`config.mk`:
```
export PLATFORM = sky130hd
export DESIGN_NAME = dpi_csr
export DESIGN_NICKNAME = d
export VERILOG_FILES = /design/src/hw/rtl/dpi_pkg.sv /design/src/hw/rtl/dpi_csr.sv
export SDC_FILE = /design/constraint.sdc
export NUM_CORES = 1
export LEC_CHECK = 0
export BUFFER_PORTS_ARGS = -buffer_cell sky130_fd_sc_hd__buf_4
export CORE_MARGIN = 2
export CORE_UTILIZATION = 45
export DETAILED_ROUTE_END_ITERATION = 8
export PLACE_DENSITY_LB_ADDON = 0.1
export SYNTH_ARGS = -nofsm -noshare
export SYNTH_HDL_FRONTEND = slang
export SYNTH_SLANG_ARGS = --single-unit
```
`constraint.sdc`:
```
create_clock -name clock -period 2.6 [get_ports clock]
set_input_delay 0.52 -clock clock [delete_from_list [all_inputs] [get_ports clock]]
set_output_delay 0.52 -clock clock [all_outputs]
set_load 0.1 [all_outputs]
```
`src/hw/rtl/dpi_pkg.sv`:
```
// dpi_pkg: types, constants and codes shared by the dual PI controller.
// Depends on nothing; imported by dpi_csr, dpi_core and the top level.
package dpi_pkg;

   localparam int DATA_WIDTH_DEF  = 32;
   localparam int INTEG_WIDTH_DEF = 48;
   localparam int GAIN_W          = 31;
   localparam int PERIOD_W        = 32;
   localparam int CSR_IDX_W       = 3;

   // Ta = 2.0e-4 s as Q0.32
   localparam logic [PERIOD_W-1:0] PERIOD_RESET = 32'd858993;

   typedef enum logic [CSR_IDX_W-1:0] {
      CSR_FLUX_KP   = 3'd0,
      CSR_FLUX_KI   = 3'd1,
      CSR_FLUX_KAW  = 3'd2,
      CSR_SPEED_KP  = 3'd3,
      CSR_SPEED_KI  = 3'd4,
      CSR_SPEED_KAW = 3'd5,
      CSR_LIMIT     = 3'd6,
      CSR_PERIOD    = 3'd7
   } csr_index_type;

   typedef struct packed {
      logic [GAIN_W-1:0]   flux_kp;
      logic [GAIN_W-1:0]   flux_ki;
      logic [GAIN_W-1:0]   flux_kaw;
      logic [GAIN_W-1:0]   speed_kp;
      logic [GAIN_W-1:0]   speed_ki;
      logic [GAIN_W-1:0]   speed_kaw;
      logic [GAIN_W-1:0]   limit;
      logic [PERIOD_W-1:0] period;
   } cfg_type;

   typedef enum logic [3:0] {
      ST_IDLE,
      ST_ERR,
      ST_MAG,
      ST_KP,
      ST_GT,
      ST_PL,
      ST_PH,
      ST_RND,
      ST_ACC,
      ST_SUM,
      ST_CLAMP,
      ST_DONE
   } state_type;

endpackage

```
`src/hw/rtl/dpi_csr.sv`:
```
// dpi_csr: gain, limit and period registers with their write channel.
// Depends on dpi_pkg (cfg_type, csr_index_type, reset values).
module dpi_csr import dpi_pkg::*; (
   input  logic                 clock,
   input  logic                 reset,
   input  logic                 csr_valid,
   output logic                 csr_ready,
   input  logic [CSR_IDX_W-1:0] csr_index,
   input  logic [31:0]          csr_wdata,
   output cfg_type              cfg
);

   cfg_type cfg_ff;
   cfg_type cfg_in;

   assign csr_ready = 1'b1;

   always_comb begin
      cfg_in = cfg_ff;
      if (csr_valid) begin
         unique case (csr_index_type'(csr_index))
            CSR_FLUX_KP:   cfg_in.flux_kp   = csr_wdata[GAIN_W-1:0];
            CSR_FLUX_KI:   cfg_in.flux_ki   = csr_wdata[GAIN_W-1:0];
            CSR_FLUX_KAW:  cfg_in.flux_kaw  = csr_wdata[GAIN_W-1:0];
            CSR_SPEED_KP:  cfg_in.speed_kp  = csr_wdata[GAIN_W-1:0];
            CSR_SPEED_KI:  cfg_in.speed_ki  = csr_wdata[GAIN_W-1:0];
            CSR_SPEED_KAW: cfg_in.speed_kaw = csr_wdata[GAIN_W-1:0];
            CSR_LIMIT:     cfg_in.limit     = csr_wdata[GAIN_W-1:0];
            CSR_PERIOD:    cfg_in.period    = csr_wdata[PERIOD_W-1:0];
         endcase
      end
   end

   always_ff @(posedge clock) begin
      if (reset) begin
         cfg_ff <= '{flux_kp: '0, flux_ki: '0, flux_kaw: '0,
                     speed_kp: '0, speed_ki: '0, speed_kaw: '0,
                     limit: '0, period: PERIOD_RESET};
      end else begin
         cfg_ff <= cfg_in;
      end
   end

   assign cfg = cfg_ff;

endmodule

```
==> results.yml <==
placement:
  dp.cells: 1384
  dp_slack_ns: 0.7941
  dpl_cell_area_sq_um: 12120
  place.gp.congestion: 0.7142
  dp_hpwl_mm: 17.64
  port_buffers: 286
clocking:
  ctsHoldBuffers: 0
  cts.repair.resized: 0
  clk_latency_ns: 0.51
  cts_root_buf: "clkbuf_16"
  htreeDepth: 1
  cts_setup_buffers: 0
  numClockSinks: 249
  cts.path.max_buffers: 3
  clk_pin_slew_ns: 0.06
  cts_tree: "done"
  numCtsBuffers: 27
critical_path:
  arrival_ns: 1.20
  reg2reg_slack_ns: 1.96
  cp.required_ns: 2.08
  path_class: "flop to output port"
  cp_slowest_cell: "dfxtp_1"
  cpLargestDelayFamily: "flip-flops"
  crit_path_max_fanout: 2
  cpPeakStageDelay_ns: 0.38
  r2r_start: "cfg[113]"
  path_cells: "buf_4"
  ff2ff_path_depth: 2
  crit_path_end_kind: "output port"
  startpoint_type: "flop"
  rr_endpoint: "cfg[113]"
  cp_num_buf_inv: 1
sta:
  tightest_slew_ns: 0.5151
  relSlewSlack_pct: 65.66
  hold_violations: 0
  drv_slew: 0
  fin_worst_skew_ns: 0
  setup_viol: 0
  hold_ws_ns: 0.2773
  fin_ws_ns: 0.8758
  finalCritPeriodShare_pct: 66.31
  fin_setup_tns_ns: 0
  max_freq_mhz: 580.0
  period_needed_ns: 1.724
  grt_setup_unrepaired: "false"
power_and_ir_drop:
  power_density_nw_per_um2: 684.9
  design_power_total_mw: 8.894
  leakage_nw: 6.594
  ir_drop_v: 0.0004487
die:
  num_io_pins: 288
  die_h_microns: 151.3
  die_w_microns: 151.3
  start_util_pct: 46.18
  core_sq_um: 21150
  num_rows: 53
  dieArea_sq_um: 22900
layout:
  fillers: 1868
  largest_reg_flops: 249
  num_antenna_cells: 0
  final_area_sq_um: 12990
  utilization_pct: 61.39
  drive_gt1_share_pct: 30.30
  nNetsFinal: 1176
  fin_cells: 1430
  synthToLayoutAreaGrowth_pct: 32.94
yosys:
  synth.most_common_cell: "nand2b_1"
  synth-seq-cells: 249
  synth_edf_count: 0
  synth_top_area_share_pct: 51.03
  mappedNetlistArea_sq_um: 9768
  synth.area.top_cells: "dfxtp_1 51%, mux2i_1 26%, nand2b_1 17%"
  synth_top_cell_by_area: "dfxtp_1"
  yosysWarnings: 0
  synth_common_cells: "270 x nand2b_1, 249 x dfxtp_1, 249 x mux2i_1"
  yosysUniqueCellTypes: 18
  async_flop_share_pct: 0
  synth-main-ff-cell: "dfxtp_1"
  synth.avg_cell_area_sq_um: 11.01
  synth_seq_area_share_pct: 51.03
  synth_nets: 925
  synthCells: 887
drt:
  drt_wl_total_mm: 25.47
  ant_nets: 0
  vias_per_cell: 4.764
  drc: 0
  wire_per_inst_microns: 17.81
  firstDrtPassIters: 4
  drt_iter0_markers: 222
  num_vias: 6813
grt:
  first_global_vias: 6811
  groute.usage.overall_pct: 21.79
  gr-total-overflow: 0
  grt_max_degree: 92
  antenna_found_initial: 0
  grt_pass1_wl_mm: 39.12
status:
  outcome: "finished clean"
run:
  max-cap-violations: 0
hold_path:
  holdPathStages: 3
  hp-class: "input pin to flop"
  hp-start: "csr_wdata[31]"
  hold_end: "cfg[31]"
where the power goes:
part	leakage, nW	switching, mW	internal (mW)	total, mW
sequential	2.02	0.0476	3.90	3.95
combinational	4.15	0.889	0.314	1.20
clock	0.428	1.48	2.26	3.74
how the worst max path moves through the flow:
stage,start,to,cells after the start
2_1_floorplan,csr_index[2],cfg[239],5
3_3_place_gp,reset,cfg[100],4
3_5_place_dp,reset,cfg[166],4
4_1_cts,cfg[89],cfg[89],1
5_1_grt,cfg[113],cfg[113],1
6_report,cfg[113],cfg[113],1
layout by cell type, fill, tap and decap left out:
master | netlist | layout
or4b_1 | 1 | 1
clkinv_2 | 0 | 4
nand4_1 | 1 | 1
nand4b_1 | 3 | 3
nor4b_4 | 1 | 1
clkbuf_8 | 0 | 6
dfxtp_1 | 249 | 249
nand4bb_4 | 0 | 2
buf_12 | 1 | 4
nand2b_1 | 270 | 270
bufinv_16 | 0 | 2
buf_6 | 2 | 1
nor2_1 | 22 | 22
clkbuf_1 | 40 | 7
conb_1 | 1 | 1
nor4bb_4 | 0 | 1
clkbuf_16 | 0 | 27
and4_1 | 1 | 1
buf_4 | 3 | 302
mux2i_1 | 249 | 249
nand4bb_1 | 3 | 1
kinds of logic after synthesis:
group                  count (synthesis)  share of synthesized area, %
AND/OR/NAND/NOR                      303                         19.35
multiplexers                         249                         25.52
flip-flops                           249                         51.03
buffers and inverters                 85                         4.060
other                                  1                       0.03839
layer usage:
layer  share of wire, %  wire [microns]  vias to the layer above  global-route usage (%)
met5                  0               0                        -                       0
met4                1.2             306                        0                   4.159
met3                8.1            2067                       20                   6.506
met2                 48           12120                      198                   36.90
met1                 43           10980                     3195                   27.67
li1                   -               -                     3400                       -
cell type report:
| type | instances | area, sq um | area share [%] |
|---|---|---|---|
| flip-flops and latches | 249 | 4985 | 38.39 |
| multi-input cells | 553 | 4434 | 34.15 |
| repair buffers | 307 | 2359 | 18.16 |
| clock buffers | 40 | 784.5 | 6.041 |
| well taps | 275 | 344.1 | 2.650 |
| clock inverters | 6 | 80.08 | 0.6166 |
worst min-delay path, delay by kind of cell:
| kind | cells | cell delay, ns |
|---|---|---|
| muxes | 1 | 0.06 |
| buffers and inverters | 1 | 0.11 |
| and+or+nand+nor | 1 | 0.05 |
(Power assumes the default switching activity.)
