$ cat src/hw/rtl/dpi_pkg.sv
// dpi_pkg: types, constants and codes shared by the dual PI controller.
// Depends on nothing; imported by dpi_csr, dpi_core and the top level.
package dpi_pkg;

   localparam int DATA_WIDTH_DEF  = 32;
   localparam int INTEG_WIDTH_DEF = 48;
   localparam int GAIN_W          = 31;
   localparam int PERIOD_W        = 32;
   localparam int CSR_IDX_W       = 3;

   // Ta = 2.0e-4 s as Q0.32
   localparam logic [PERIOD_W-1:0] PERIOD_RESET = 32'd858993;

   typedef enum logic [CSR_IDX_W-1:0] {
      CSR_FLUX_KP   = 3'd0,
      CSR_FLUX_KI   = 3'd1,
      CSR_FLUX_KAW  = 3'd2,
      CSR_SPEED_KP  = 3'd3,
      CSR_SPEED_KI  = 3'd4,
      CSR_SPEED_KAW = 3'd5,
      CSR_LIMIT     = 3'd6,
      CSR_PERIOD    = 3'd7
   } csr_index_type;

   typedef struct packed {
      logic [GAIN_W-1:0]   flux_kp;
      logic [GAIN_W-1:0]   flux_ki;
      logic [GAIN_W-1:0]   flux_kaw;
      logic [GAIN_W-1:0]   speed_kp;
      logic [GAIN_W-1:0]   speed_ki;
      logic [GAIN_W-1:0]   speed_kaw;
      logic [GAIN_W-1:0]   limit;
      logic [PERIOD_W-1:0] period;
   } cfg_type;

   typedef enum logic [3:0] {
      ST_IDLE,
      ST_ERR,
      ST_MAG,
      ST_KP,
      ST_GT,
      ST_PL,
      ST_PH,
      ST_RND,
      ST_ACC,
      ST_SUM,
      ST_CLAMP,
      ST_DONE
   } state_type;

endpackage

$ cat src/hw/rtl/dpi_mul.sv
// dpi_mul: shared 32x32 unsigned multiplier with registered product.
// Standalone; used by dpi_core for every product of both loops.
module dpi_mul (
   input  logic        clock,
   input  logic [31:0] mul_a,
   input  logic [31:0] mul_b,
   output logic [63:0] mul_p
);

   logic [63:0] prod_ff;
   logic [63:0] prod_in;

   assign prod_in = 64'(mul_a) * 64'(mul_b);

   always_ff @(posedge clock) begin
      prod_ff <= prod_in;
   end

   assign mul_p = prod_ff;

endmodule

$ cat src/hw/rtl/dpi_core.sv
// dpi_core: sequencer and datapath running both PI loops on one multiplier.
// Depends on dpi_pkg and instantiates dpi_mul.
module dpi_core import dpi_pkg::*; #(
   parameter int DATA_WIDTH       = DATA_WIDTH_DEF,
   parameter int INTEGRATOR_WIDTH = INTEG_WIDTH_DEF
) (
   input  logic               clock,
   input  logic               reset,
   input  cfg_type            cfg,
   input  logic               in_valid,
   output logic               in_ready,
   input  logic signed [31:0] in_flux_target,
   input  logic signed [31:0] in_flux_measured,
   input  logic signed [31:0] in_speed_target,
   input  logic signed [31:0] in_speed_measured,
   output logic               out_valid,
   input  logic               out_ready,
   output logic signed [31:0] out_d_ref,
   output logic signed [31:0] out_q_ref,
   output logic               out_flux_clamped,
   output logic               out_speed_clamped
);

   localparam int ERR_W = (DATA_WIDTH > 32) ? 32 : DATA_WIDTH;
   localparam int IW    = INTEGRATOR_WIDTH;
   localparam int AW    = ((IW > 48) ? IW : 48) + 1;
   localparam int DW    = 66;
   localparam int RW    = 47;

   localparam logic signed [DW-1:0] ERR_HI = $signed((DW'(1) << (ERR_W - 1)) - DW'(1));
   localparam logic signed [DW-1:0] ERR_LO = ~ERR_HI;
   localparam logic [31:0]          LO_MAG = 32'(ERR_HI) + 32'd1;
   localparam logic signed [AW-1:0] INT_HI = $signed((AW'(1) << (IW - 1)) - AW'(1));
   localparam logic signed [AW-1:0] INT_LO = ~INT_HI;
   localparam logic signed [DW-1:0] S64_HI = $signed((DW'(1) << 63) - DW'(1));
   localparam logic signed [DW-1:0] S64_LO = ~S64_HI;

   state_type state_ff, state_in;
   logic loop_ff, loop_in;
   logic aw_ff, aw_in;
   logic signed [31:0] flx_tgt_ff, flx_tgt_in, flx_meas_ff, flx_meas_in;
   logic signed [31:0] spd_tgt_ff, spd_tgt_in, spd_meas_ff, spd_meas_in;
   logic signed [DW-1:0] diff_ff, diff_in;
   logic [31:0] mag_ff, mag_in;
   logic sgn_ff, sgn_in;
   logic [30:0] ph_ff, ph_in;
   logic [63:0] low_ff, low_in;
   logic [RW-1:0] rnd_ff, rnd_in, prop_ff, prop_in;
   logic signed [IW-1:0] flx_int_ff, flx_int_in, spd_int_ff, spd_int_in;
   logic signed [63:0] out_ff, out_in;
   logic signed [31:0] d_ff, d_in, q_ff, q_in;
   logic dflag_ff, dflag_in, qflag_ff, qflag_in;
   logic rsp_valid_ff, rsp_valid_in;
   logic signed [31:0] rsp_d_ff, rsp_d_in, rsp_q_ff, rsp_q_in;
   logic rsp_df_ff, rsp_df_in, rsp_qf_ff, rsp_qf_in;

   logic [31:0] mul_a, mul_b;
   logic [63:0] prod;
   logic done_go;
   logic [GAIN_W-1:0] kp_sel, gain_sel;
   logic signed [IW-1:0] integ_cur;
   logic signed [DW-1:0] err_raw, abs_diff, sum_raw, prop_s, clamp_ext;
   logic [63:0] p_sum, rnd_sum;
   logic signed [AW-1:0] acc_a, acc_r, acc_raw;
   logic signed [IW-1:0] acc_sat;
   logic signed [63:0] lim64, clamped;
   logic clamp_hit;

   dpi_mul u_mul (
      .clock (clock),
      .mul_a (mul_a),
      .mul_b (mul_b),
      .mul_p (prod)
   );

   assign done_go   = !rsp_valid_ff || out_ready;
   assign kp_sel    = loop_ff ? cfg.speed_kp : cfg.flux_kp;
   assign gain_sel  = aw_ff ? (loop_ff ? cfg.speed_kaw : cfg.flux_kaw)
                            : (loop_ff ? cfg.speed_ki : cfg.flux_ki);
   assign integ_cur = loop_ff ? spd_int_ff : flx_int_ff;
   assign err_raw   = loop_ff ? (DW'(spd_tgt_ff) - DW'(spd_meas_ff))
                              : (DW'(flx_tgt_ff) - DW'(flx_meas_ff));
   assign abs_diff  = diff_ff[DW-1] ? -diff_ff : diff_ff;
   assign p_sum     = prod + 64'd32768;
   assign rnd_sum   = prod + {32'd0, low_ff[63:32]};

   assign acc_a   = AW'(integ_cur);
   assign acc_r   = $signed({{(AW-RW){1'b0}}, rnd_ff});
   assign acc_raw = (sgn_ff ^ aw_ff) ? (acc_a - acc_r) : (acc_a + acc_r);
   assign acc_sat = (acc_raw > INT_HI) ? INT_HI[IW-1:0] :
                    (acc_raw < INT_LO) ? INT_LO[IW-1:0] : acc_raw[IW-1:0];

   assign prop_s  = $signed({{(DW-RW){1'b0}}, prop_ff});
   assign sum_raw = sgn_ff ? (DW'(integ_cur) - prop_s) : (DW'(integ_cur) + prop_s);

   assign lim64 = $signed({33'd0, cfg.limit});
   always_comb begin
      clamp_hit = 1'b1;
      if (out_ff > lim64) begin
         clamped = lim64;
      end else if (out_ff < -lim64) begin
         clamped = -lim64;
      end else begin
         clamped   = out_ff;
         clamp_hit = 1'b0;
      end
   end
   assign clamp_ext = DW'(clamped);

   // next state
   always_comb begin
      state_in = state_ff;
      unique case (state_ff)
         ST_IDLE:  if (in_valid) state_in = ST_ERR;
         ST_ERR:   state_in = ST_MAG;
         ST_MAG:   state_in = aw_ff ? ST_GT : ST_KP;
         ST_KP:    state_in = ST_GT;
         ST_GT:    state_in = ST_PL;
         ST_PL:    state_in = ST_PH;
         ST_PH:    state_in = ST_RND;
         ST_RND:   state_in = ST_ACC;
         ST_ACC: begin
            if (!aw_ff)       state_in = ST_SUM;
            else if (!loop_ff) state_in = ST_ERR;
            else               state_in = ST_DONE;
         end
         ST_SUM:   state_in = ST_CLAMP;
         ST_CLAMP: state_in = ST_MAG;
         ST_DONE:  if (done_go) state_in = ST_IDLE;
         default:  state_in = ST_IDLE;
      endcase
   end

   // sequencer outputs: handshake and multiplier operands
   always_comb begin
      in_ready = 1'b0;
      mul_a    = '0;
      mul_b    = '0;
      unique case (state_ff)
         ST_IDLE: in_ready = 1'b1;
         ST_KP: begin
            mul_a = {1'b0, kp_sel};
            mul_b = mag_ff;
         end
         ST_GT: begin
            mul_a = {1'b0, gain_sel};
            mul_b = cfg.period;
         end
         ST_PL: begin
            mul_a = prod[31:0];
            mul_b = mag_ff;
         end
         ST_PH: begin
            mul_a = {1'b0, ph_ff};
            mul_b = mag_ff;
         end
         default: ;
      endcase
   end

   // datapath next values
   always_comb begin
      loop_in     = loop_ff;
      aw_in       = aw_ff;
      flx_tgt_in  = flx_tgt_ff;
      flx_meas_in = flx_meas_ff;
      spd_tgt_in  = spd_tgt_ff;
      spd_meas_in = spd_meas_ff;
      diff_in     = diff_ff;
      mag_in      = mag_ff;
      sgn_in      = sgn_ff;
      ph_in       = ph_ff;
      low_in      = low_ff;
      rnd_in      = rnd_ff;
      prop_in     = prop_ff;
      flx_int_in  = flx_int_ff;
      spd_int_in  = spd_int_ff;
      out_in      = out_ff;
      d_in        = d_ff;
      q_in        = q_ff;
      dflag_in    = dflag_ff;
      qflag_in    = qflag_ff;
      rsp_d_in    = rsp_d_ff;
      rsp_q_in    = rsp_q_ff;
      rsp_df_in   = rsp_df_ff;
      rsp_qf_in   = rsp_qf_ff;
      rsp_valid_in = (rsp_valid_ff && !out_ready);
      unique case (state_ff)
         ST_IDLE: begin
            if (in_valid) begin
               flx_tgt_in  = in_flux_target;
               flx_meas_in = in_flux_measured;
               spd_tgt_in  = in_speed_target;
               spd_meas_in = in_speed_measured;
               loop_in     = 1'b0;
               aw_in       = 1'b0;
            end
         end
         ST_ERR: diff_in = err_raw;
         ST_MAG: begin
            if (diff_ff > ERR_HI) begin
               mag_in = ERR_HI[31:0];
               sgn_in = 1'b0;
            end else if (diff_ff < ERR_LO) begin
               mag_in = LO_MAG;
               sgn_in = 1'b1;
            end else begin
               mag_in = abs_diff[31:0];
               sgn_in = diff_ff[DW-1];
            end
         end
         ST_GT: if (!aw_ff) prop_in = p_sum[RW+15:16];
         ST_PL: ph_in = prod[62:32];
         ST_PH: low_in = prod + (64'd1 << 47);
         ST_RND: rnd_in = rnd_sum[RW+15:16];
         ST_ACC: begin
            if (loop_ff) spd_int_in = acc_sat;
            else         flx_int_in = acc_sat;
            if (aw_ff) begin
               aw_in   = 1'b0;
               loop_in = 1'b1;
            end
         end
         ST_SUM: begin
            if (sum_raw > S64_HI)      out_in = S64_HI[63:0];
            else if (sum_raw < S64_LO) out_in = S64_LO[63:0];
            else                       out_in = sum_raw[63:0];
         end
         ST_CLAMP: begin
            diff_in = DW'(out_ff) - clamp_ext;
            aw_in   = 1'b1;
            if (loop_ff) begin
               q_in     = clamped[31:0];
               qflag_in = clamp_hit;
            end else begin
               d_in     = clamped[31:0];
               dflag_in = clamp_hit;
            end
         end
         ST_DONE: begin
            if (done_go) begin
               rsp_valid_in = 1'b1;
               rsp_d_in     = d_ff;
               rsp_q_in     = q_ff;
               rsp_df_in    = dflag_ff;
               rsp_qf_in    = qflag_ff;
            end
         end
         default: ;
      endcase
   end

   always_ff @(posedge clock) begin
      if (reset) begin
         state_ff     <= ST_IDLE;
         loop_ff      <= 1'b0;
         aw_ff        <= 1'b0;
         flx_int_ff   <= '0;
         spd_int_ff   <= '0;
         rsp_valid_ff <= 1'b0;
      end else begin
         state_ff     <= state_in;
         loop_ff      <= loop_in;
         aw_ff        <= aw_in;
         flx_int_ff   <= flx_int_in;
         spd_int_ff   <= spd_int_in;
         rsp_valid_ff <= rsp_valid_in;
      end
   end

   always_ff @(posedge clock) begin
      flx_tgt_ff  <= flx_tgt_in;
      flx_meas_ff <= flx_meas_in;
      spd_tgt_ff  <= spd_tgt_in;
      spd_meas_ff <= spd_meas_in;
      diff_ff     <= diff_in;
      mag_ff      <= mag_in;
      sgn_ff      <= sgn_in;
      ph_ff       <= ph_in;
      low_ff      <= low_in;
      rnd_ff      <= rnd_in;
      prop_ff     <= prop_in;
      out_ff      <= out_in;
      d_ff        <= d_in;
      q_ff        <= q_in;
      dflag_ff    <= dflag_in;
      qflag_ff    <= qflag_in;
      rsp_d_ff    <= rsp_d_in;
      rsp_q_ff    <= rsp_q_in;
      rsp_df_ff   <= rsp_df_in;
      rsp_qf_ff   <= rsp_qf_in;
   end

   assign out_valid         = rsp_valid_ff;
   assign out_d_ref         = rsp_d_ff;
   assign out_q_ref         = rsp_q_ff;
   assign out_flux_clamped  = rsp_df_ff;
   assign out_speed_clamped = rsp_qf_ff;

endmodule

$ cat config.mk
export PLATFORM = sky130hd
export DESIGN_NAME = dpi_core
export DESIGN_NICKNAME = d
export VERILOG_FILES = /design/src/hw/rtl/dpi_pkg.sv /design/src/hw/rtl/dpi_mul.sv /design/src/hw/rtl/dpi_core.sv
export SDC_FILE = /design/constraint.sdc
export NUM_CORES = 2
export LEC_CHECK = 0
export ABC_AREA = 1
export ABC_CLOCK_PERIOD_IN_PS = 15150
export BUFFER_PORTS_ARGS = -buffer_cell sky130_fd_sc_hd__clkbuf_2
export CORE_ASPECT_RATIO = 1.25
export CORE_MARGIN = 5
export CORE_UTILIZATION = 38
export CTS_BUF_LIST = sky130_fd_sc_hd__clkbuf_2
export DETAILED_ROUTE_END_ITERATION = 8
export PLACE_DENSITY_LB_ADDON = 0.1
export SYNTH_ARGS = -nofsm -noshare
export SYNTH_HDL_FRONTEND = slang
export SYNTH_SLANG_ARGS = --single-unit
export TNS_END_PERCENT = 10
$ cat constraint.sdc
create_clock -name clock -period 15.15 [get_ports clock]
set_input_delay 3.03 -clock clock [delete_from_list [all_inputs] [get_ports clock]]
set_output_delay 3.03 -clock clock [all_outputs]
set_load 0.03 [all_outputs]
==> results.md <==
- IR Drop Worst-Case VDD: 0.0760 mV
- Cell with the biggest individual delay on the critical path: sky130_fd_sc_hd__nand3_1
- Setup-failing EPs final: 0
- Library cell with the largest summed area after synthesis: sky130_fd_sc_hd__fa_1
- Antenna violations before repair: 33
- Number of design-rule violations left by the first detailed-router iteration: 5907
- Buffer levels on the longest clock path: 4
- Final setup TNS: 0 ns
- Clock Skew: between 0.2 and 0.25 ns
- Number of hold-slack violations in the final timing report: 0
- Post-synthesis mux area share: 0.000477
- Width of the die: 437 um
- Synthesized-area fraction occupied by xor and xnor cells: 0.0379
- Period utilization: 0.850
- Portion of the post-synthesis area used by sequential elements: 0.234
- Crit path arrival time: 14.31 ns
- Unrepaired setup endpoints after global routing: no
- Number of enable-type register cells in the synthesized netlist: 564
- Hold-fix buffers, CTS: 0
- Gate count after technology mapping: 11300
- Pin count of the biggest net entering global routing: 74
- Net total in the final layout: 13700
- Setup repair bufs after CTS: 0
- Ys async rst share: 0
- Number of H-tree levels: 4
- Warnings, synthesis: 0
- Dominant cells by area after synthesis: sky130_fd_sc_hd__fa_1 21%, sky130_fd_sc_hd__edfxtp_1 20%, sky130_fd_sc_hd__nand2_1 11%
- Worst hold path cell count: 0
- CTS clock-pin slew for the worst setup and hold paths: 0.11 ns
- Post-synthesis to final-layout area growth: 9.27%
- Area fraction of the dominant cell type after synthesis: 0.208
- Class of the most critical setup path: flop to flop
- Highest clock rate: 77.7 MHz
- Total area of sequential cells: roughly 0.02 mm2
- Global-route usage over all layers: 0.322
- End of the worst register-to-register path: u_mul.mul_p[60]$_DFF_P_
- Dpl hpwl: 323000 um
- Combined buffer and inverter count along the critical path: 9
- First-pass GRT wire length: 556000 um
- Routed length per placed instance: 26.0 um
- Share of cells above drive strength 1: 0.0912
- Number of fill cells: 23900
- Total detailed-routing wirelength: 389000 um
- Port Buffers: 448
- Most numerous cell types in the synthesized netlist: 2579 x sky130_fd_sc_hd__nand2_1, 2533 x sky130_fd_sc_hd__inv_1, 995 x sky130_fd_sc_hd__nor2_1
- Final estimated routing congestion in global placement: between 1 and 1.5
- Critical Path Source Type: flop
- Vias in the first global route: 81300
- Pwr Density: about 90 mW/mm2
- Die Area: ~0.24 mm2
- Flop2flop setup slack: 2.27 ns
- Worst min-delay path class: flop to flop
- Worst r2r path cells: 36
- Transition time of the tightest slew-check pin: 1.29 ns
- Adder-cell share of the synthesized area: 0.298
- Hold path endpoint: out_d_ref[17]$_DFFE_PP_
- Number of remaining DRC errors: 0
- Number of placement rows: ~200
- Detailed-route via count: around 80000
- Placeable core region: roughly 0.23 mm2
- Post-layout minimum cycle time: 12.88 ns
- Total clock sinks: roughly 730
- Simple logic cell fraction of the synthesized area: 0.202
- Worst relative slew slack: 0.137
- Delay of the slowest cell on the worst path: 1.19 ns
- GRT Residual Overflow: 0
- Synth Flop Type: sky130_fd_sc_hd__edfxtp_1
- Number of nets with antenna violations after detailed routing: 0
- Post-route cell area: between 0.09 and 0.1 mm2
- Max capacitance violation total: 0
- Cell occurring most often along the worst timing path: sky130_fd_sc_hd__fa_1
- Area used by multi-input combinational logic: 0.0555 mm2
- Post-Place Cell Area: 0.0926 mm2
- Register bit total from synthesis: roughly 730
- Leakage power of the design: 49.0 nW
- Post-synthesis cell area: 0.0866 mm2
- Cell chosen for the clock root: sky130_fd_sc_hd__clkbuf_2
- Compound-gate portion of the synthesized area: 0.0997
- Req. time, crit path: 16.58 ns
- Worst R2R Start: state_ff[3]$_SDFFE_PP0P_
- Die span in y: roughly 540 um
- Total clock buffers created by CTS: 209
- CTS tree: done
- Most frequent cell after synthesis: sky130_fd_sc_hd__nand2_1
- Count of boundary I/O pins: ~450
- Number of detailed-route iterations in the first pass: 6
- Combinational family with the most area after synthesis: adder cells
- Insertion delay of the later-clocked pin in the worst-skew pair: ~1.7 ns
- Count of instances resized after the clock tree is built: 0
- Number of nets in the synthesized netlist: ~13000
- Outcome: finished clean
- Avg Vias per Cell: 5.26
- Distinct cells, synth: 70
- Critical Path Fanout Max: 18
- Type of destination of the critical path: flop
- Avg Cell Area, Syn: 7.65 um2
- Cell family contributing the most delay on the critical path: adder cells
- Final-report max-slew violation count: 0
- Critical hold path startpoint: d_ff[17]$_DFFE_PP_
- Starting density of the core: 0.381
## where the power goes
part	total (W)	leakage (nW)	switching (W)	internal, W
clock	0.00154	1.43	0.000965	0.000573
sequential	0.00283	6.51	0.000255	0.00258
combinational	0.00439	41.0	0.00332	0.00108
## placed cells by master (no fill, tap or decap), types with 63 or more instances in the layout
master,n
sky130_fd_sc_hd__nand2_1,2577
sky130_fd_sc_hd__inv_1,2526
sky130_fd_sc_hd__nor2_1,984
sky130_fd_sc_hd__fa_1,901
sky130_fd_sc_hd__clkbuf_2,736
sky130_fd_sc_hd__a21oi_1,663
sky130_fd_sc_hd__ha_1,620
sky130_fd_sc_hd__edfxtp_1,564
sky130_fd_sc_hd__nand3_1,372
sky130_fd_sc_hd__o21ai_0,340
sky130_fd_sc_hd__xor2_1,268
sky130_fd_sc_hd__buf_4,168
sky130_fd_sc_hd__dfxtp_1,166
sky130_fd_sc_hd__xnor2_1,105
sky130_fd_sc_hd__nor3_1,104
sky130_fd_sc_hd__o21a_1,95
sky130_fd_sc_hd__a31oi_1,92
sky130_fd_sc_hd__nand4_1,87
sky130_fd_sc_hd__nor4_1,63
## cell type report
type                    count  share of cell area
clock inverters            80             0.00448
inverters                2565               0.102
repair buffers            616              0.0370
clock buffers             288              0.0152
diodes                     37            0.000979
well taps                2970              0.0393
flip-flops and latches    731               0.214
multi-input cells        7688               0.587
## layer usage
layer | global-route usage | vias up | share of wire
li1 | - | 36400 | -
met1 | 0.347 | 38600 | 0.36
met2 | 0.574 | 2838 | 0.50
met3 | 0.0435 | 929 | 0.051
met4 | 0.243 | 16 | 0.093
met5 | 0 | - | 0.00026
## worst max-delay path by stage
stage | start | to | slack [ns] | cells after the start
finish | state_ff[3]$_SDFFE_PP0P_ | u_mul.mul_p[60]$_DFF_P_ | 2.27 | 36
global route | state_ff[3]$_SDFFE_PP0P_ | u_mul.mul_p[60]$_DFF_P_ | 2.02 | 35
CTS | state_ff[3]$_SDFFE_PP0P_ | u_mul.mul_p[60]$_DFF_P_ | 2.33 | 35
detailed placement | cfg[141] | u_mul.mul_p[60]$_DFF_P_ | 1.07 | 32
global placement | cfg[141] | u_mul.mul_p[56]$_DFF_P_ | 1.07 | 34
floorplan | in_valid | flx_meas_ff[0]$_DFFE_PP_ | 2.64 | 2
## sequential cells by signal, summed over array words and instances, names as in the netlist, 47 cells and up
register     flops
diff_ff         65
u_mul.mul_p     64
out_ff          49
flx_int_ff      48
spd_int_ff      48
prop_ff         47
rnd_ff          47
## kinds of logic (layout without fill, tap and decap cells)
kind of cell / count (synthesis) / after routing
AOI/OAI and AO/OA: 1493 / 1493
xor gates and xnor gates: 374 / 374
adders and majority gates: 1521 / 1521
buffers and inverters: 2901 / 3549
DFF: 731 / 731
muxes: 4 / 4
other: 0 / 37
and+or+nand+nor: 4296 / 4296
## through the flow
stage | util | instances | setup WS (ns) | total power, W | hold WS (ns)
after global routing | 0.416 | 15000 | 2.02 | 0.00921 | 0.424
final | 0.416 | 15000 | 2.27 | 0.00877 | 0.399
after global placement | 0.407 | 14600 | 1.07 | 0.00722 | 0.404
after detailed placement | 0.407 | 14600 | 1.07 | 0.00723 | 0.405
after CTS | 0.416 | 14900 | 2.33 | 0.00881 | 0.409
after floorplan | - | 11300 | 2.64 | 0.00507 | 0.400
Power figures use the tool's default switching activity.
